--- src/hdl/ffba_pkg.sv ---
`default_nettype none
// ----------------------------------------------------------------------------
// ffba_pkg
// Shared constants, types and helpers of the first-fit block allocator.
// ----------------------------------------------------------------------------
package ffba_pkg;

	localparam int NUM_BLOCKS = 16;
	localparam int SIZE_W     = 16;
	localparam int IDX_W      = 4;
	localparam int CFG_W      = 5;
	localparam int SUM_W      = 20;
	localparam int CNT_W      = $clog2(NUM_BLOCKS + 1);

	typedef enum logic {
		OP_LOAD  = 1'b0,
		OP_ALLOC = 1'b1
	} op_t;

	// One command as classified by the front end.
	typedef struct packed {
		logic              is_alloc;
		logic              wr_en;
		logic [IDX_W-1:0]  index;
		logic [SIZE_W-1:0] size;
	} cmd_t;

	typedef enum logic [2:0] {
		ST_IDLE = 3'b001,
		ST_LOAD = 3'b010,
		ST_SCAN = 3'b100
	} back_state_t;

	function automatic logic [SUM_W-1:0] sat_add(input logic [SUM_W-1:0] a,
			input logic [SIZE_W-1:0] b);
		logic [SUM_W:0] s;
		s = {1'b0, a} + (SUM_W+1)'(b);
		return s[SUM_W] ? {SUM_W{1'b1}} : s[SUM_W-1:0];
	endfunction

endpackage
`default_nettype wire

--- src/hdl/ffba_ifs.sv ---
`default_nettype none
// ----------------------------------------------------------------------------
// ffba channel interfaces
// Request, result and configuration channels with valid/ready handshakes.
// ----------------------------------------------------------------------------
interface ffba_req_if;
	logic                       valid;
	logic                       ready;
	logic                       operation;
	logic [ffba_pkg::IDX_W-1:0]  block_index;
	logic [ffba_pkg::SIZE_W-1:0] size_value;

	modport source (output valid, operation, block_index, size_value, input ready);
	modport sink   (input valid, operation, block_index, size_value, output ready);
endinterface

interface ffba_rsp_if;
	logic                       valid;
	logic                       ready;
	logic                       granted;
	logic [ffba_pkg::IDX_W-1:0]  chosen_index;
	logic [ffba_pkg::SIZE_W-1:0] leftover;
	logic [ffba_pkg::SUM_W-1:0]  total_internal;
	logic [ffba_pkg::SUM_W-1:0]  total_external;

	modport source (output valid, granted, chosen_index, leftover, total_internal,
		total_external, input ready);
	modport sink   (input valid, granted, chosen_index, leftover, total_internal,
		total_external, output ready);
endinterface

interface ffba_cfg_if;
	logic                       valid;
	logic                       ready;
	logic [ffba_pkg::CFG_W-1:0]  data;

	modport source (output valid, data, input ready);
	modport sink   (input valid, data, output ready);
endinterface
`default_nettype wire

--- src/hdl/ffba_front.sv ---
`default_nettype none
// ----------------------------------------------------------------------------
// ffba_front
// Accepts request beats, classifies them into commands and queues them in a
// two-entry FIFO ahead of the table sequencer.
// ----------------------------------------------------------------------------
module ffba_front (
	input  wire logic           clk,
	input  wire logic           arst_n,
	ffba_req_if.sink            items,
	output ffba_pkg::cmd_t      cmd,
	output logic                cmd_valid,
	input  wire logic           cmd_ready
);

	ffba_pkg::cmd_t queue_q [2];
	logic           wr_ptr_q;
	logic           rd_ptr_q;
	logic [1:0]     fill_q;
	ffba_pkg::cmd_t incoming;
	logic           push;
	logic           pop;

	// A load aimed outside the table is kept as a beat but writes nothing.
	always_comb begin
		incoming.is_alloc = (items.operation == ffba_pkg::OP_ALLOC);
		incoming.wr_en    = (items.operation == ffba_pkg::OP_LOAD) &&
			(ffba_pkg::CNT_W'(items.block_index) < ffba_pkg::CNT_W'(ffba_pkg::NUM_BLOCKS));
		incoming.index    = items.block_index;
		incoming.size     = items.size_value;
	end

	assign items.ready = (fill_q != 2'd2);
	assign cmd_valid   = (fill_q != 2'd0);
	assign cmd         = queue_q[rd_ptr_q];
	assign push        = items.valid && items.ready;
	assign pop         = cmd_valid && cmd_ready;

	always_ff @(posedge clk) begin
		if (push) begin
			queue_q[wr_ptr_q] <= incoming;
		end
	end

	always_ff @(posedge clk or negedge arst_n) begin
		if (!arst_n) begin
			wr_ptr_q <= 1'b0;
			rd_ptr_q <= 1'b0;
			fill_q   <= 2'd0;
		end else begin
			if (push) begin
				wr_ptr_q <= ~wr_ptr_q;
			end
			if (pop) begin
				rd_ptr_q <= ~rd_ptr_q;
			end
			if (push && !pop) begin
				fill_q <= fill_q + 2'd1;
			end else if (pop && !push) begin
				fill_q <= fill_q - 2'd1;
			end
		end
	end

endmodule
`default_nettype wire

--- src/hdl/ffba_back.sv ---
`default_nettype none
// ----------------------------------------------------------------------------
// ffba_back
// Partition table and scan sequencer. One pass over the active entries finds
// the first fit and accumulates both fragmentation totals; the result goes to
// an output register.
// ----------------------------------------------------------------------------
module ffba_back (
	input  wire logic                        clk,
	input  wire logic                        arst_n,
	input  wire ffba_pkg::cmd_t              cmd,
	input  wire logic                        cmd_valid,
	output logic                             cmd_ready,
	input  wire logic [ffba_pkg::CNT_W-1:0]  active_cnt,
	ffba_rsp_if.source                       results
);

	ffba_pkg::back_state_t          state_q;
	ffba_pkg::cmd_t                 cmd_q;
	logic [ffba_pkg::SIZE_W-1:0]    size_q [ffba_pkg::NUM_BLOCKS];
	logic [ffba_pkg::SIZE_W-1:0]    rest_q [ffba_pkg::NUM_BLOCKS];
	logic [ffba_pkg::NUM_BLOCKS-1:0] free_q;
	logic [ffba_pkg::CNT_W-1:0]     scan_q;
	logic                           hit_q;
	logic [ffba_pkg::IDX_W-1:0]     pick_q;
	logic [ffba_pkg::SIZE_W-1:0]    left_q;
	logic [ffba_pkg::SUM_W-1:0]     in_sum_q;
	logic [ffba_pkg::SUM_W-1:0]     ex_sum_q;

	logic                           out_valid_q;
	logic                           out_granted_q;
	logic [ffba_pkg::IDX_W-1:0]     out_index_q;
	logic [ffba_pkg::SIZE_W-1:0]    out_left_q;
	logic [ffba_pkg::SUM_W-1:0]     out_in_q;
	logic [ffba_pkg::SUM_W-1:0]     out_ex_q;

	logic [ffba_pkg::IDX_W-1:0]     cur;
	logic [ffba_pkg::SIZE_W-1:0]    cur_size;
	logic [ffba_pkg::SIZE_W-1:0]    diff;
	logic                           fit;
	logic                           out_free;
	logic                           finish;

	assign cur       = scan_q[ffba_pkg::IDX_W-1:0];
	assign cur_size  = size_q[cur];
	assign diff      = cur_size - cmd_q.size;
	assign fit       = cmd_q.is_alloc && !hit_q && free_q[cur] && (cur_size >= cmd_q.size);
	assign out_free  = !out_valid_q || results.ready;
	assign finish    = (state_q == ffba_pkg::ST_SCAN) && (scan_q == active_cnt) && out_free;
	assign cmd_ready = (state_q == ffba_pkg::ST_IDLE);

	assign results.valid          = out_valid_q;
	assign results.granted        = out_granted_q;
	assign results.chosen_index   = out_index_q;
	assign results.leftover       = out_left_q;
	assign results.total_internal = out_in_q;
	assign results.total_external = out_ex_q;

	always_ff @(posedge clk or negedge arst_n) begin
		if (!arst_n) begin
			state_q     <= ffba_pkg::ST_IDLE;
			out_valid_q <= 1'b0;
			free_q      <= '1;
			for (int i = 0; i < ffba_pkg::NUM_BLOCKS; i++) begin
				size_q[i] <= '0;
				rest_q[i] <= '0;
			end
		end else begin
			if (finish) begin
				out_valid_q <= 1'b1;
			end else if (results.valid && results.ready) begin
				out_valid_q <= 1'b0;
			end
			unique case (state_q)
				ffba_pkg::ST_IDLE: begin
					if (cmd_valid) begin
						state_q <= cmd.is_alloc ? ffba_pkg::ST_SCAN : ffba_pkg::ST_LOAD;
					end
				end
				ffba_pkg::ST_LOAD: begin
					if (cmd_q.wr_en) begin
						size_q[cmd_q.index] <= cmd_q.size;
						rest_q[cmd_q.index] <= '0;
						free_q[cmd_q.index] <= 1'b1;
					end
					state_q <= ffba_pkg::ST_SCAN;
				end
				ffba_pkg::ST_SCAN: begin
					if (scan_q == active_cnt) begin
						// Hold the finished result until the output register drains.
						if (out_free) begin
							state_q <= ffba_pkg::ST_IDLE;
						end
					end else if (fit) begin
						free_q[cur] <= 1'b0;
						rest_q[cur] <= diff;
					end
				end
				default: begin
					state_q <= ffba_pkg::ST_IDLE;
				end
			endcase
		end
	end

	always_ff @(posedge clk) begin
		unique case (state_q)
			ffba_pkg::ST_IDLE: begin
				if (cmd_valid) begin
					cmd_q    <= cmd;
					scan_q   <= '0;
					hit_q    <= 1'b0;
					pick_q   <= '0;
					left_q   <= '0;
					in_sum_q <= '0;
					ex_sum_q <= '0;
				end
			end
			ffba_pkg::ST_SCAN: begin
				if (scan_q == active_cnt) begin
					if (out_free) begin
						out_granted_q <= hit_q;
						out_index_q   <= pick_q;
						out_left_q    <= left_q;
						out_in_q      <= in_sum_q;
						out_ex_q      <= ex_sum_q;
					end
				end else begin
					scan_q <= scan_q + ffba_pkg::CNT_W'(1);
					if (fit) begin
						hit_q    <= 1'b1;
						pick_q   <= cur;
						left_q   <= diff;
						in_sum_q <= ffba_pkg::sat_add(in_sum_q, diff);
					end else if (free_q[cur]) begin
						ex_sum_q <= ffba_pkg::sat_add(ex_sum_q, cur_size);
					end else begin
						in_sum_q <= ffba_pkg::sat_add(in_sum_q, rest_q[cur]);
					end
				end
			end
			default: begin
			end
		endcase
	end

endmodule
`default_nettype wire

--- src/hdl/first_fit_block_allocator.sv ---
`default_nettype none
// ----------------------------------------------------------------------------
// first_fit_block_allocator
// First-fit allocator over a fixed table of partitions with fragmentation
// totals.
// ----------------------------------------------------------------------------
// Each request beat yields exactly one result beat. The sequencer walks the
// first min(block_count, 16) entries of the table one entry per cycle, and that
// single walk both finds the first fit and rebuilds the two totals; a load first
// writes its entry. A two-entry queue in front of the sequencer keeps taking
// beats while it has room, also while a result waits in the output register.
// block_count may be written only while the block is idle; values above 16 act as 16.
module first_fit_block_allocator (
	input  wire logic clk,
	input  wire logic arst_n,
	ffba_req_if.sink   items,
	ffba_rsp_if.source results,
	ffba_cfg_if.sink   cfg
);

	logic [ffba_pkg::CFG_W-1:0] count_q;
	logic [ffba_pkg::CNT_W-1:0] active_cnt;
	ffba_pkg::cmd_t             cmd;
	logic                       cmd_valid;
	logic                       cmd_ready;

	assign cfg.ready = 1'b1;

	always_ff @(posedge clk or negedge arst_n) begin
		if (!arst_n) begin
			count_q <= '0;
		end else if (cfg.valid && cfg.ready) begin
			count_q <= cfg.data;
		end
	end

	assign active_cnt = (count_q > ffba_pkg::CFG_W'(ffba_pkg::NUM_BLOCKS)) ?
		ffba_pkg::CNT_W'(ffba_pkg::NUM_BLOCKS) : ffba_pkg::CNT_W'(count_q);

	ffba_front u_front (
		.clk       (clk),
		.arst_n    (arst_n),
		.items     (items),
		.cmd       (cmd),
		.cmd_valid (cmd_valid),
		.cmd_ready (cmd_ready)
	);

	ffba_back u_back (
		.clk        (clk),
		.arst_n     (arst_n),
		.cmd        (cmd),
		.cmd_valid  (cmd_valid),
		.cmd_ready  (cmd_ready),
		.active_cnt (active_cnt),
		.results    (results)
	);

	// A result without a grant reports no index and no leftover.
	a_no_grant_zero: assert property (@(posedge clk) disable iff (!arst_n)
		results.valid && !results.granted |->
			results.chosen_index == '0 && results.leftover == '0)
		else $error("ungranted result carries index or leftover");

	// A granted index always lies inside the active part of the table.
	a_grant_in_range: assert property (@(posedge clk) disable iff (!arst_n)
		results.valid && results.granted |->
			ffba_pkg::CNT_W'(results.chosen_index) < active_cnt)
		else $error("granted index outside active entries");

	// The sequencer is busy in the cycle after taking a command.
	a_busy_after_take: assert property (@(posedge clk) disable iff (!arst_n)
		cmd_valid && cmd_ready |=> !cmd_ready)
		else $error("sequencer took two commands back to back");

endmodule
`default_nettype wire

--- src/flat_wrapper.sv ---
// flat-port wrapper written by rule: the top's interface ports become plain ports
module first_fit_block_allocator_flat 
  (clk, arst_n, items_valid, items_operation, items_block_index, items_size_value, items_ready, results_valid, results_granted, results_chosen_index, results_leftover, results_total_internal, results_total_external, results_ready, cfg_valid, cfg_data, cfg_ready);
  ffba_req_if items_i ();
  ffba_rsp_if results_i ();
  ffba_cfg_if cfg_i ();
  input  wire logic clk;
  input  wire logic arst_n;
  input wire logic [$bits(items_i.valid)-1:0] items_valid;
  input wire logic [$bits(items_i.operation)-1:0] items_operation;
  input wire logic [$bits(items_i.block_index)-1:0] items_block_index;
  input wire logic [$bits(items_i.size_value)-1:0] items_size_value;
  output wire logic [$bits(items_i.ready)-1:0] items_ready;
  output wire logic [$bits(results_i.valid)-1:0] results_valid;
  output wire logic [$bits(results_i.granted)-1:0] results_granted;
  output wire logic [$bits(results_i.chosen_index)-1:0] results_chosen_index;
  output wire logic [$bits(results_i.leftover)-1:0] results_leftover;
  output wire logic [$bits(results_i.total_internal)-1:0] results_total_internal;
  output wire logic [$bits(results_i.total_external)-1:0] results_total_external;
  input wire logic [$bits(results_i.ready)-1:0] results_ready;
  input wire logic [$bits(cfg_i.valid)-1:0] cfg_valid;
  input wire logic [$bits(cfg_i.data)-1:0] cfg_data;
  output wire logic [$bits(cfg_i.ready)-1:0] cfg_ready;
  assign items_i.valid = items_valid;
  assign items_i.operation = items_operation;
  assign items_i.block_index = items_block_index;
  assign items_i.size_value = items_size_value;
  assign items_ready = items_i.ready;
  assign results_valid = results_i.valid;
  assign results_granted = results_i.granted;
  assign results_chosen_index = results_i.chosen_index;
  assign results_leftover = results_i.leftover;
  assign results_total_internal = results_i.total_internal;
  assign results_total_external = results_i.total_external;
  assign results_i.ready = results_ready;
  assign cfg_i.valid = cfg_valid;
  assign cfg_i.data = cfg_data;
  assign cfg_ready = cfg_i.ready;
  first_fit_block_allocator u_core (.clk(clk), .arst_n(arst_n), .items(items_i), .results(results_i), .cfg(cfg_i));
endmodule
--- config.mk ---
export PLATFORM = sky130hd
export DESIGN_NAME = first_fit_block_allocator_flat
export DESIGN_NICKNAME = d
export VERILOG_FILES = /design/src/hdl/ffba_pkg.sv /design/src/hdl/ffba_ifs.sv /design/src/hdl/ffba_front.sv /design/src/hdl/ffba_back.sv /design/src/hdl/first_fit_block_allocator.sv /design/src/flat_wrapper.sv
export SDC_FILE = /design/constraint.sdc
export NUM_CORES = 1
export LEC_CHECK = 0
export BUFFER_PORTS_ARGS = -buffer_cell sky130_fd_sc_hd__buf_2
export CAP_MARGIN = 20
export CORE_MARGIN = 5
export CORE_UTILIZATION = 25
export DETAILED_ROUTE_END_ITERATION = 10
export PLACE_DENSITY = 0.35
export SETUP_SLACK_MARGIN = 0.4
export SYNTH_ARGS = -nofsm -noshare
export SYNTH_HDL_FRONTEND = slang
export SYNTH_SLANG_ARGS = --single-unit
--- constraint.sdc ---
create_clock -name clk -period 7.4 [get_ports clk]
set_input_delay 0.74 -clock clk [delete_from_list [all_inputs] [get_ports clk]]
set_output_delay 0.74 -clock clk [all_outputs]
set_load 0.005 [all_outputs]
# [After elaboration in Yosys (flattened, before gate mapping)]
# Memories as Yosys holds them, arrays and structs flattened.
# Index checks and enable logic that the tools add are counted.
[totals] ff_bits=690 mem_bits_rw=44 inputBits=31 out_inout_bits=64 elab_cells=194 mem_count=1
[op_classes] n_addsub=7 n_lt_le_gt_ge=10 n_eq_ne=14 muxes=65 bitwise=10 n_reduce_logical=33
[memory_table] name="u_core.u_front.queue_q" words=2 word_bits=22 read_ports=1 rd_ports_with_merged_regs=0 wr=1 line="ffba_front.sv:16" source="ffba_pkg::cmd_t queue_q [2];"
[ops] operator="2-to-1 mux 256 bit" n=3
[ops] operator="bitwise mux 256 bit" n=2
[ops] operator="one-hot mux 256 bit (2 select lines)" n=1
[ops] operator="AND 256 bit" n=1
[ops] operator="NOT 256 bit" n=1
[ops] operator="2-to-1 mux 20 bit" n=10
[ops] operator="2-to-1 mux 16 bit" n=12
[ops] operator="binary-select mux 16 bit (select 4 bit)" n=2
[ops] operator="demux 16 bit (select 4 bit)" n=2
[ops] operator="one-hot mux 20 bit (2 select lines)" n=2
[ops] operator="one-hot mux 16 bit (2 select lines)" n=2
[ops] operator="adder 20 x 16 -> 21 bit" n=3
[ops] operator="AND 16 bit" n=1
[ops] operator="greater-or-equal comparator 16 bit" n=1
[ops] operator="!= test 2 bit (second input constant)" n=8
[ops] operator="NOT 16 bit" n=1
[ops] operator="bitwise OR 16 bit" n=1
[ops] operator="subtractor 16 bit" n=1
[ops] operator="2-to-1 mux 5 bit" n=3
[ops] operator="logical AND 1 bit" n=14
[ops] operator="2-to-1 mux 3 bit" n=4
[ops] operator="2-to-1 mux 4 bit" n=3
[ops] operator="AND reduction 4 bit" n=3
[ops] operator="greater-or-equal comparator 5 bit (second input constant)" n=2
[ops] operator="other kinds (29)" n=56

# [Logic depth before layout (Yosys ltp)]
# Gate-level depths: netlist of run 1.
[depth] word_depth=10 depth_mapped=24 mapped_depth_nobuf=21

# [Modules after synthesis]
# From an unflattened synthesis of run 1, not the netlist that was laid out.
[unflattened] cells_unflattened=2581 hier_area_um2=33998.9
[by_module_without_submodules] mod="ffba_back" instances=1 cells_per_inst=2477 area_per_inst_um2=31985.7 seq_area_each_um2=17808.3
[by_module_without_submodules] mod="ffba_front" instances=1 cells_per_inst=87 area_per_inst_um2=1791.7 seq_area_each_um2=1421.4
[by_module_without_submodules] mod="first_fit_block_allocator" instances=1 cells_per_inst=17 area_per_inst_um2=221.5 seq_area_each_um2=125.1

# [Worst setup path before layout of run 1]
# OpenSTA, ideal clock, no wires.
[synth_timing] path_kind="flip-flop to flip-flop" startpoint="register u_core.u_back.scan_q[0] in the netlist's numbering" endpoint="register u_core.u_back.in_sum_q[10] in the netlist's numbering (data pin)" setup_ns=0.270 arrival_time_ns=5.940 required_time_ns=7.130 path_slack_ns=1.190 stages_incl_launch_ff=22 path_buffers=4 period_less_slack_ns=6.210 cell_sequence="edfxtp_1 buf_4 clkbuf_1 buf_1 mux4_2 mux4_2 ha_1 a21o_1 or3_1 o211ai_1 a31oi_1 a2111oi_0 nor3_2 ha_1 a21oi_1 and3b_1 o211ai_1 a31oi_1 o21ai_1 clkbuf_1 o21ai_0 a21oi_1"
[synth_between] elab_chain_cells=10 elab_cells_between_ends=21 classes_between="add/sub: 3; order compare: 1; mux: 14; bitwise: 1; reduce/logical: 2"
[synth_lines] item="from (decl)" line="ffba_back.sv:23" source="logic [ffba_pkg::CNT_W-1:0] scan_q;"
[synth_lines] item="from (signal assigned)" line="ffba_back.sv:129" source="scan_q <= scan_q + ffba_pkg::CNT_W'(1);"
[synth_lines] item="NOT 4 -> 5 bit (not written as such)" line="ffba_back.sv:45" source="assign cur_size = size_q[cur];"
[synth_lines] item="binary-select mux 16 bit (select 4 bit)" line="ffba_back.sv:45"
[synth_lines] item="2-to-1 mux 16 bit (not written as such) (2 in series)" line="ffba_back.sv:45"
[synth_lines] item="subtractor 16 bit" line="ffba_back.sv:46" source="assign diff = cur_size - cmd_q.size;"
[synth_lines] item="via u_core.u_back.diff, one bit" line="ffba_back.sv:39" source="logic [ffba_pkg::SIZE_W-1:0] diff;"
[synth_lines] item="adder 20 x 16 -> 21 bit" line="ffba_pkg.sv:37" source="s = {1'b0, a} + (SUM_W+1)'(b);"
[synth_lines] item="2-to-1 mux 20 bit" line="ffba_pkg.sv:38" source="return s[SUM_W] ? {SUM_W{1'b1}} : s[SUM_W-1:0];"
[synth_lines] item="2-to-1 mux 20 bit" line="ffba_back.sv:130" source="if (fit) begin"
[synth_lines] item="2-to-1 mux 20 bit" line="ffba_back.sv:120" source="if (scan_q == active_cnt) begin"
[synth_lines] item="one-hot mux 20 bit (2 select lines)" line="ffba_back.sv:107" source="unique case (state_q)"
[synth_lines] item="to (signal assigned)" line="ffba_back.sv:134" source="in_sum_q <= ffba_pkg::sat_add(in_sum_q, diff);"
[synth_lines] item="to (signal assigned)" line="ffba_back.sv:138" source="in_sum_q <= ffba_pkg::sat_add(in_sum_q, rest_q[cur]);"
[synth_lines] item="to (decl)" line="ffba_back.sv:27" source="logic [ffba_pkg::SUM_W-1:0] in_sum_q;"
# The timed path passes the listed nets, and every way through them passes these cells. The select of a mux whose other input is x is not followed.
# A chain may end at the register's enable or synchronous reset.

# [Worst setup path after layout of run 1]
[layout_timing] startpoint="register u_core.u_back.scan_q[0] in the netlist's numbering" endpoint="register u_core.u_back.in_sum_q[1] in the netlist's numbering (data pin)"
[layout_between] elab_chain_cells=10 elab_cells_between_ends=21 classes_between="add/sub: 3; order compare: 1; mux: 14; bitwise: 1; reduce/logical: 2"
[layout_lines] item="NOT 4 -> 5 bit (not written as such)" line="ffba_back.sv:45, ffba_back.sv:138"
[layout_lines] item="binary-select mux 16 bit (select 4 bit) (on tied branches)" line="ffba_back.sv:45, ffba_back.sv:138"
[layout_lines] item="2-to-1 mux 16 bit (on tied branches) (2 in series)" line="ffba_back.sv:45, ffba_back.sv:138"
[layout_lines] item="subtractor 16 bit or adder 20 x 16 -> 21 bit (tied branches)" line="ffba_back.sv:46, ffba_pkg.sv:37"
[layout_lines] item="adder 20 x 16 -> 21 bit or 2-to-1 mux 20 bit (tied branches)" line="ffba_pkg.sv:37, ffba_pkg.sv:38"
[layout_lines] item="2-to-1 mux 20 bit (on tied branches)" line="ffba_pkg.sv:38, ffba_back.sv:135"
[layout_lines] item="2-to-1 mux 20 bit *" line="ffba_back.sv:130"
[layout_lines] item="2-to-1 mux 20 bit *" line="ffba_back.sv:120"
[layout_lines] item="one-hot mux 20 bit (2 select lines) *" line="ffba_back.sv:107"
# Mark *: on every way between the ends. The rest lies on a longest branch, timed or not. The select of a mux whose other input is x is not followed.

==> results of run 1 <==
how the worst max path moves through the flow:
stage	from	endpoint	cells after the start	slack, ns
after floorplan	u_core.u_back.scan_q[0]$_SDFFCE_PN0P_	u_core.u_back.in_sum_q[10]$_SDFFCE_PN0P_	21	1.19
after global placement	u_core.u_back.scan_q[0]$_SDFFCE_PN0P_	u_core.u_back.in_sum_q[17]$_SDFFCE_PN0P_	18	0.71
after detailed placement	u_core.u_back.scan_q[0]$_SDFFCE_PN0P_	u_core.u_back.in_sum_q[17]$_SDFFCE_PN0P_	18	0.55
after CTS	u_core.u_back.scan_q[0]$_SDFFCE_PN0P_	u_core.u_back.in_sum_q[17]$_SDFFCE_PN0P_	18	0.53
after global routing	u_core.u_back.scan_q[0]$_SDFFCE_PN0P_	u_core.u_back.in_sum_q[10]$_SDFFCE_PN0P_	14	0.41
final	u_core.u_back.scan_q[0]$_SDFFCE_PN0P_	u_core.u_back.in_sum_q[1]$_SDFFCE_PN0P_	14	0.99
kinds of logic after synthesis:
| logic type | Yosys count |
|---|---|
| compound gates | 699 |
| simple gates | 472 |
| fa+ha+maj | 77 |
| xor+xnor | 57 |
| buf+inv | 211 |
| flops | 734 |
| other cells | 1 |
| mux | 285 |
cell type report:
| class | instances | area, sq um | area share, % |
|---|---|---|---|
| well taps | 1781 | 2230 | 5.69 |
| flip-flops and latches | 734 | 19400 | 49.4 |
| multi-input cells | 1591 | 13600 | 34.7 |
| inverters | 41 | 154 | 0.393 |
| clock buffers | 119 | 2420 | 6.16 |
| clock inverters | 37 | 405 | 1.03 |
| repair buffers | 154 | 1020 | 2.61 |
state kept, by name, indices dropped and copies added (netlist names), 2 cells and up:
register,cells
u_core.count_q,5
u_core.u_back.state_q,3
u_core.u_back.results.leftover,16
u_core.u_back.ex_sum_q,20
u_core.u_back.results.total_internal,20
u_core.u_back.rest_q,256
u_core.u_back.results.chosen_index,4
u_core.u_back.pick_q,4
u_core.u_back.left_q,16
u_core.u_back.scan_q,5
u_core.u_front.fill_q,2
u_core.u_back.in_sum_q,20
u_core.u_front.queue_q,44
u_core.u_back.free_q,16
u_core.u_back.cmd_q,22
u_core.u_back.results.total_external,20
u_core.u_back.size_q,256
metal layers:
layer  share of wire [%]  vias up
met5                   0        -
met4                 2.7        0
met3                 3.4      143
met2                  49      434
met1                  45    11800
li1                    -     9772
worst max-delay path, cell delays in order, from the launching register on:
cell,delay (ns)
edfxtp_1,0.61
buf_4,0.84
buf_4,0.65
mux4_2,0.62
mux4_2,0.55
ha_1,0.26
inv_1,0.09
fa_1,0.22
nor2b_1,0.08
o31a_1,0.30
o221ai_1,0.29
o221a_2,0.30
o21ai_0,0.22
a21oi_1,0.84
a21oi_1,0.15
metrics by stage:
step	setup slack, ns	util (%)	instances	power (W)	hold slack [ns]
after floorplan	1.19	-	2536	0.00970	0.400
after global placement	0.709	26.9	4295	0.0122	0.407
after detailed placement	0.550	26.9	4297	0.0122	0.407
after CTS	0.528	29.0	4453	0.0166	0.0148
after global routing	0.410	29.0	4457	0.0174	0.0327
final	0.988	29.0	4457	0.0164	0.0156
cells in the final DEF (no fill, tap or decap), types with 17 or more instances in the layout:
cell type	n
buf_4	53
a32o_1	19
inv_1	39
and2_1	18
o21ai_0	221
xor2_1	23
edfxtp_1	193
buf_2	93
a22o_1	75
nand2_1	230
clkbuf_16	86
mux4_2	164
mux2_2	117
nand3_1	28
a21oi_1	115
a21o_1	20
clkbuf_1	19
o2bb2ai_1	162
dfrtp_1	524
xnor2_1	33
nor2_1	72
dfstp_2	17
ha_1	73
report_power, final:
group          internal [W]  leakage (nW)  switching [W]
combinational       0.00232          5.51        0.00385
sequential          0.00522          9.26       0.000740
clock               0.00244          1.38        0.00182
total               0.00998          16.1        0.00641
==> qor.tcl, run 1 <==
set qor(simple_gate_fraction_of_synth_area_pct) 6.47
set qor(worstReg2RegStart) {u_core.u_back.scan_q[0]$_SDFFCE_PN0P_}
set qor(dominantRegCellSynth) {dfrtp_1}
set qor(timing.fmax_mhz) 156
set qor(largest_net_degree_at_the_start_of_global_routing) 154
set qor(synthTopCellsByArea) {dfrtp_1, edfxtp_1, mux4_2}
set qor(number_of_global_route_vias_before_repair) 23400
set qor(ctsHtreeMaxLevel) 3
set qor(num-nets-final) 2715
set qor(postCtsSetupRepairBufs) 0
set qor(clk_pin_slew_worst_paths_ns) 0.06
set qor(main_combinational_cell_family_by_area_after_synthesis) {multiplexers}
set qor(power_density_mw_per_mm2) 418
set qor(placement.io_buffers) 93
set qor(postSynthRegisterBits) 734
set qor(max-slew-margin-rel_pct) 23.3
set qor(number_of_warnings_issued_by_yosys) 0
set qor(p_leak_nw) 16.1
set qor(synth_largest_type_area_fraction_pct) 38.8
set qor(initialDrtViolationCount) 1456
set qor(vias_per_cell) 4.96
set qor(post_synth_most_frequent_cells) {dfrtp_1, nand2_1, o21ai_0, edfxtp_1, mux4_2}
set qor(worst_hold_path_type) {in -> async}
set qor(grt_usage_pct) 16.2
set qor(timing.reg2reg.setup_slack_ns) 0.99
set qor(grt.met3_usage_pct) 2.42
set qor(global_route.overflow_total) 0
set qor(tightest_slew_ns) 1.15
set qor(grt_util_met1_pct) 21.9
set qor(post-route-period-util_pct) 86.6
set qor(number_of_enable_flip_flop_cells_after_synthesis) 193
set qor(n_antenna_cell) 0
set qor(worst_ir_drop_vdd_mv) 0.210
set qor(boundaryPins) 95
set qor(fin_skew_ns) 0.0357
set qor(synth-compound-area-share_pct) 14.2
set qor(floorplan.die.height_um) 378
set qor(grt.met2_usage_pct) 27.2
set qor(post_synth_fa_ha_maj_area_fraction_pct) 2.94
set qor(routed-via-count) 22100
set qor(routed_wl_um) 116000
set qor(r2r.worst_path.cells) 14
set qor(dieArea_sq_mm) 0.143
set qor(yosys-mux-area-fraction_pct) 14.9
set qor(tritoncts) {yes}
set qor(slew_viol_final) 0
set qor(drtAntennaViolNets) 0
set qor(finish.instance_area_sq_mm) 0.0392
set qor(synth-seq-area-share_pct) 57.2
set qor(synth.most_common_cell) {dfrtp_1}
set qor(synth_top_cell_by_area) {dfrtp_1}
set qor(clockBufferDepth) 3
set qor(start_util_pct) 25.1
set qor(critPathLaunchType) {flop}
set qor(synth_cells) 2536
set qor(postCtsResizedCells) 0
set qor(setup_violations) 0
set qor(detailed_place_hpwl_um) 77600
set qor(timing.max_cap.violations) 0
set qor(antenna_found_initial) 0
set qor(critPathRequiredTime_ns) 7.79
set qor(critPathMaxFanout) 47
set qor(clock-sinks) 734
set qor(gr-max-usage-layer) {met2}
set qor(floorplan.rows) 135
set qor(data_arrival_at_the_endpoint_of_the_critical_path_ns) 6.80
set qor(finalWeightedCongestion) 0.805
set qor(synthDistinctLibCells) 76
set qor(grt_pass1_wl_um) 170000
set qor(syn_area_per_cell_sq_um) 13.3
set qor(critical_path_capture_point_type) {flop}
set qor(synth-async-reset-ratio_pct) 73.7
set qor(die_width_um) 378
set qor(n_fill_cell) 13600
set qor(ctsHoldBuffers) 0
set qor(cts_root_buffer) {clkbuf_16}
set qor(rr_endpoint) {u_core.u_back.in_sum_q[1]$_SDFFCE_PN0P_}
set qor(synth_xor_area_share_pct) 1.48
set qor(setup_tns_ns) 0
set qor(synth_nets) 2644
set qor(dpl-instance-area_sq_mm) 0.0363
set qor(clock_latency_late_sink_ns) 0.69
set qor(syn-cell-area_sq_mm) 0.0338
set qor(dr.pass1.iters) 5
set qor(route.detailed.drc) 0
set qor(final_period_minus_worst_setup_slack_ns) 6.41
set qor(wl_per_cell_um) 26.0
set qor(crit_type) {reg -> reg}
set qor(area_growth_syn_to_layout_pct) 15.9
set qor(floorplan.core_area_sq_mm) 0.135
set qor(numCtsBuffers) 85
set qor(hold_viol_final) 0
set qor(post_route_cells_drive_above_1_share_pct) 23.8
set qor(setup_repair_after_global_routing_missed_its_margin) {false}
set qor(run_status) {completed}
Power figures use the tool's default switching activity.
==> run 2, diff against run 1 <==
--- a/config.mk
+++ b/config.mk
@@ -14,4 +14,5 @@
 export SETUP_SLACK_MARGIN = 0.4
 export SYNTH_ARGS = -nofsm -noshare
 export SYNTH_HDL_FRONTEND = slang
+export SYNTH_HIERARCHICAL = 1
 export SYNTH_SLANG_ARGS = --single-unit
==> run 2 against run 1 <==
  * Fmax rose by 0.83%
  * Design area rose by 1.7%
  * Clock skew fell by 0.0073 ns
  * Combinational power barely moved
  * Register-to-register slack improved by 0.05 ns
  * Critical path type unchanged
  * Critical endpoint is now u_core/u_back/in_sum_q[1]$_SDFFCE_PN0P_
  * Largest cell class unchanged
  * Largest power group unchanged
==> qor.tcl, run 2 <==
set qor(global_route.overflow_total) 0
set qor(worst_ir_drop_vdd_mv) 0.310
set qor(synth_nets) 2688
set qor(synth-async-reset-ratio_pct) 73.7
set qor(biggestRegsByFlops) {u_core/u_back/rest_q x256, u_core/u_back/size_q x256, u_core/u_front/queue_q x44}
set qor(synth_top_cell_by_area) {dfrtp_1}
set qor(post_place_setup_slack_ns) 0.373
set qor(delay_of_the_slowest_cell_on_the_worst_path_ns) 0.68
set qor(final_period_minus_worst_setup_slack_ns) 6.36
set qor(slowest_stage_cell_cp) {nor2_2}
set qor(vias_per_cell) 4.96
set qor(number_of_enable_flip_flop_cells_after_synthesis) 193
set qor(antenna_found_initial) 10
set qor(syn-cell-area_sq_mm) 0.0340
set qor(drtAntennaViolNets) 0
set qor(power.net_switching_w) 0.00650
set qor(die_width_um) 379
set qor(ctsHtreeMaxLevel) 3
set qor(area_growth_syn_to_layout_pct) 17.3
set qor(initialDrtViolationCount) 1694
set qor(fin_skew_ns) 0.0284
set qor(numCtsBuffers) 91
set qor(synth_largest_type_area_fraction_pct) 38.6
set qor(crit_path_cell_trace) {buf_12, buf_4, buf_12, mux4_2, mux4_2, ha_1, a21oi_1, nor2_1, a21oi_1, nand4_1, a2111oi_0, nor3_1, buf_4, inv_1, ha_1, nor2_1, nor2_1, o41ai_1, nor2_1, nor2_2, a221oi_1}
set qor(slew_viol_final) 0
set qor(clockBufferDepth) 3
set qor(run_status) {completed}
set qor(floorplan.core_area_sq_mm) 0.135
set qor(synthTopCellsByArea) {dfrtp_1, edfxtp_1, mux4_2}
set qor(cp_num_buf_inv) 5
set qor(largest_net_degree_at_the_start_of_global_routing) 165
set qor(critPathRequiredTime_ns) 7.78
set qor(critical_path_capture_point_type) {flop}
set qor(syn_area_per_cell_sq_um) 13.2
set qor(synth.most_common_cell) {dfrtp_1}
set qor(synth_cells) 2581
set qor(p_sw_share_pct) 39.0
set qor(timing.fmax_mhz) 157
set qor(logic_gate_share_of_total_power_pct) 37.2
set qor(clock-sinks) 734
set qor(timing.max_cap.violations) 0
set qor(start_util_pct) 25.1
set qor(post-route-period-util_pct) 85.9
set qor(crit_family) {simple AND/OR/NAND/NOR gates}
set qor(wl_per_cell_um) 25.6
set qor(crit_type) {reg -> reg}
set qor(n_fill_cell) 13500
set qor(critPathLaunchType) {flop}
set qor(clock_latency_late_sink_ns) 0.69
set qor(crit_top_cell) {nor2_1}
set qor(post_route_cells_drive_above_1_share_pct) 25.0
set qor(dominantRegCellSynth) {dfrtp_1}
set qor(multi_input_area_sq_mm) 0.0138
set qor(number_of_warnings_issued_by_yosys) 6
set qor(clk_pin_slew_worst_paths_ns) 0.07
set qor(worst_hold_path_type) {in -> async}
set qor(tightest_slew_ns) 1.10
set qor(routed-via-count) 22400
set qor(postSynthRegisterBits) 734
set qor(setup_violations) 0
set qor(route.detailed.drc) 0
set qor(dr.pass1.iters) 5
set qor(final_core_util_pct) 29.5
set qor(seqCellArea_sq_mm) 0.0194
set qor(num-nets-final) 2767
set qor(synth-seq-area-share_pct) 56.9
set qor(post_synth_most_frequent_cells) {dfrtp_1, nand2_1, o21ai_0, a22o_1, edfxtp_1}
set qor(floorplan.rows) 135
set qor(ctsHoldBuffers) 0
set qor(number_of_global_route_vias_before_repair) 23300
set qor(p_seq_share_pct) 35.1
set qor(routed_wl_um) 116000
set qor(detailed_place_hpwl_um) 73800
set qor(critPathMaxFanout) 17
set qor(placement.io_buffers) 93
set qor(floorplan.die.height_um) 379
set qor(power_density_mw_per_mm2) 418
set qor(grt_pass1_wl_um) 168000
set qor(data_arrival_at_the_endpoint_of_the_critical_path_ns) 6.73
set qor(setup_repair_after_global_routing_missed_its_margin) {false}
set qor(setup_slack_ns) 1.04
set qor(mostFrequentLayoutCells) {dfrtp_1, nand2_1, o21ai_0, a22o_1, edfxtp_1}
set qor(finalWeightedCongestion) 0.807
set qor(clkPwrFrac_pct) 27.7
set qor(layout_commonest_cell) {dfrtp_1}
set qor(synthDistinctLibCells) 76
set qor(hold_viol_final) 0
set qor(dieArea_sq_mm) 0.143
set qor(boundaryPins) 95
set qor(grt_usage_pct) 16.1
set qor(cts_root_buffer) {clkbuf_16}
set qor(setup_tns_ns) 0
set qor(p_leak_nw) 16.8
set qor(tritoncts) {yes}
set qor(cell_internal_pwr_w) 0.0102
set qor(max-slew-margin-rel_pct) 26.3
## run 2: changes by cell type after synthesis, moves of 10 or more
| cell | delta |
|---|---|
| nand2_4 | -10 |
| a221oi_1 | +17 |
| nor3_1 | +15 |
| buf_2 | +12 |
| nor2_1 | +14 |
| nand2_1 | +35 |
| a32o_1 | -19 |
| nand3_1 | -10 |
| a21oi_1 | -30 |
| o21ai_0 | +19 |
| o2bb2ai_1 | -161 |
| inv_1 | +23 |
| a22o_1 | +134 |
| clkbuf_1 | -14 |
## run 2: logic make-up (layout without fill, tap and decap cells)
| group | count (synthesis) | count (layout) | share of synthesized area (%) |
|---|---|---|---|
| AO/OA/AOI/OAI | 663 | 663 | 13.2 |
| flip-flops | 734 | 734 | 56.9 |
| multiplexers | 289 | 289 | 15.0 |
| adder cells (fa/ha/maj) | 76 | 76 | 2.89 |
| other | 1 | 4 | 0.0110 |
| AND/OR/NAND/NOR | 521 | 521 | 7.19 |
| buffers and inverters | 235 | 389 | 3.12 |
| XOR/XNOR | 62 | 62 | 1.62 |
## run 2: power groups by stage
stage               logic [W]  registers (W)  clock network [W]
floorplan             0.00405        0.00553                  0
global placement      0.00617        0.00596                  0
detailed placement    0.00620        0.00596                  0
CTS                   0.00628        0.00587            0.00479
global route          0.00677        0.00595            0.00493
finish                0.00619        0.00585            0.00462
## run 2: path summary, 6_finish.rpt
path | start | endpoint | slack, ns | cells past startpoint
min in group clk | items_size_value[11] | u_core/u_front/queue_q[1][11]$_DFFE_PP_ | 0.26 | 1
worst max-delay path | u_core/u_back/scan_q[0]$_SDFFCE_PN0P_ | u_core/u_back/in_sum_q[1]$_SDFFCE_PN0P_ | 1.04 | 21
worst max register to register | u_core/u_back/scan_q[0]$_SDFFCE_PN0P_ | u_core/u_back/in_sum_q[1]$_SDFFCE_PN0P_ | 1.04 | 21
worst min register to register | u_core/u_back/left_q[12]$_SDFFCE_PN0P_ | u_core/u_back/results.leftover[12]$_DFFE_PP_ | 0.42 | 0
max in group asynchronous | arst_n | u_core/u_back/rest_q[251]$_DFFE_PN0P_ | 5.76 | 2
worst min-delay path | arst_n | u_core/u_back/size_q[38]$_DFFE_PN0P_ | 0.12 | 1
## run 2: what timing repair did
action | 4_1_cts | 5_1_grt
setup buffers | 5 | 0
setup endpoints to repair | 9 | 0
resized for setup | 0 | 0
## run 2: routing by layer
layer,wire [um],global-route usage [%],vias up,part of all wire (%)
li1,-,-,9789,-
met1,54300,22.7,11800,47
met2,52200,25.0,647,45
met3,6520,3.31,153,5.6
met4,2660,4.65,10,2.3
met5,49,0,-,0.042
## run 2: worst reg2reg max path, stage by stage (launching register included)
cell	delay [ns]
edfxtp_1	0.37
buf_12	0.15
buf_4	0.18
buf_12	0.18
mux4_2	0.49
mux4_2	0.59
ha_1	0.44
a21oi_1	0.32
nor2_1	0.09
a21oi_1	0.23
nand4_1	0.18
a2111oi_0	0.39
nor3_1	0.10
buf_4	0.16
inv_1	0.44
ha_1	0.40
nor2_1	0.13
nor2_1	0.05
o41ai_1	0.11
nor2_1	0.15
nor2_2	0.68
a221oi_1	0.22
## run 2: area by class of cell
class	instances	area share, %
sequential	734	48.5
tap	1781	5.59
inverter	62	0.584
antenna	3	0.0188
multi-input combinational	1612	34.7
clock inverter	34	0.982
clock buffer	134	6.80
timing repair buffer	159	2.75
## run 2: stage by stage
stage | instances | area [sq um] | total power [W] | hold WS (ns)
final | 4519 | 39900 | 0.0167 | 0.118
after global routing | 4516 | 39900 | 0.0177 | 0.160
after CTS | 4514 | 39800 | 0.0169 | 0.117
after detailed placement | 4341 | 36700 | 0.0122 | 0.405
after global placement | 4340 | 36700 | 0.0121 | 0.404
after floorplan | 2581 | 34000 | 0.00957 | 0.400
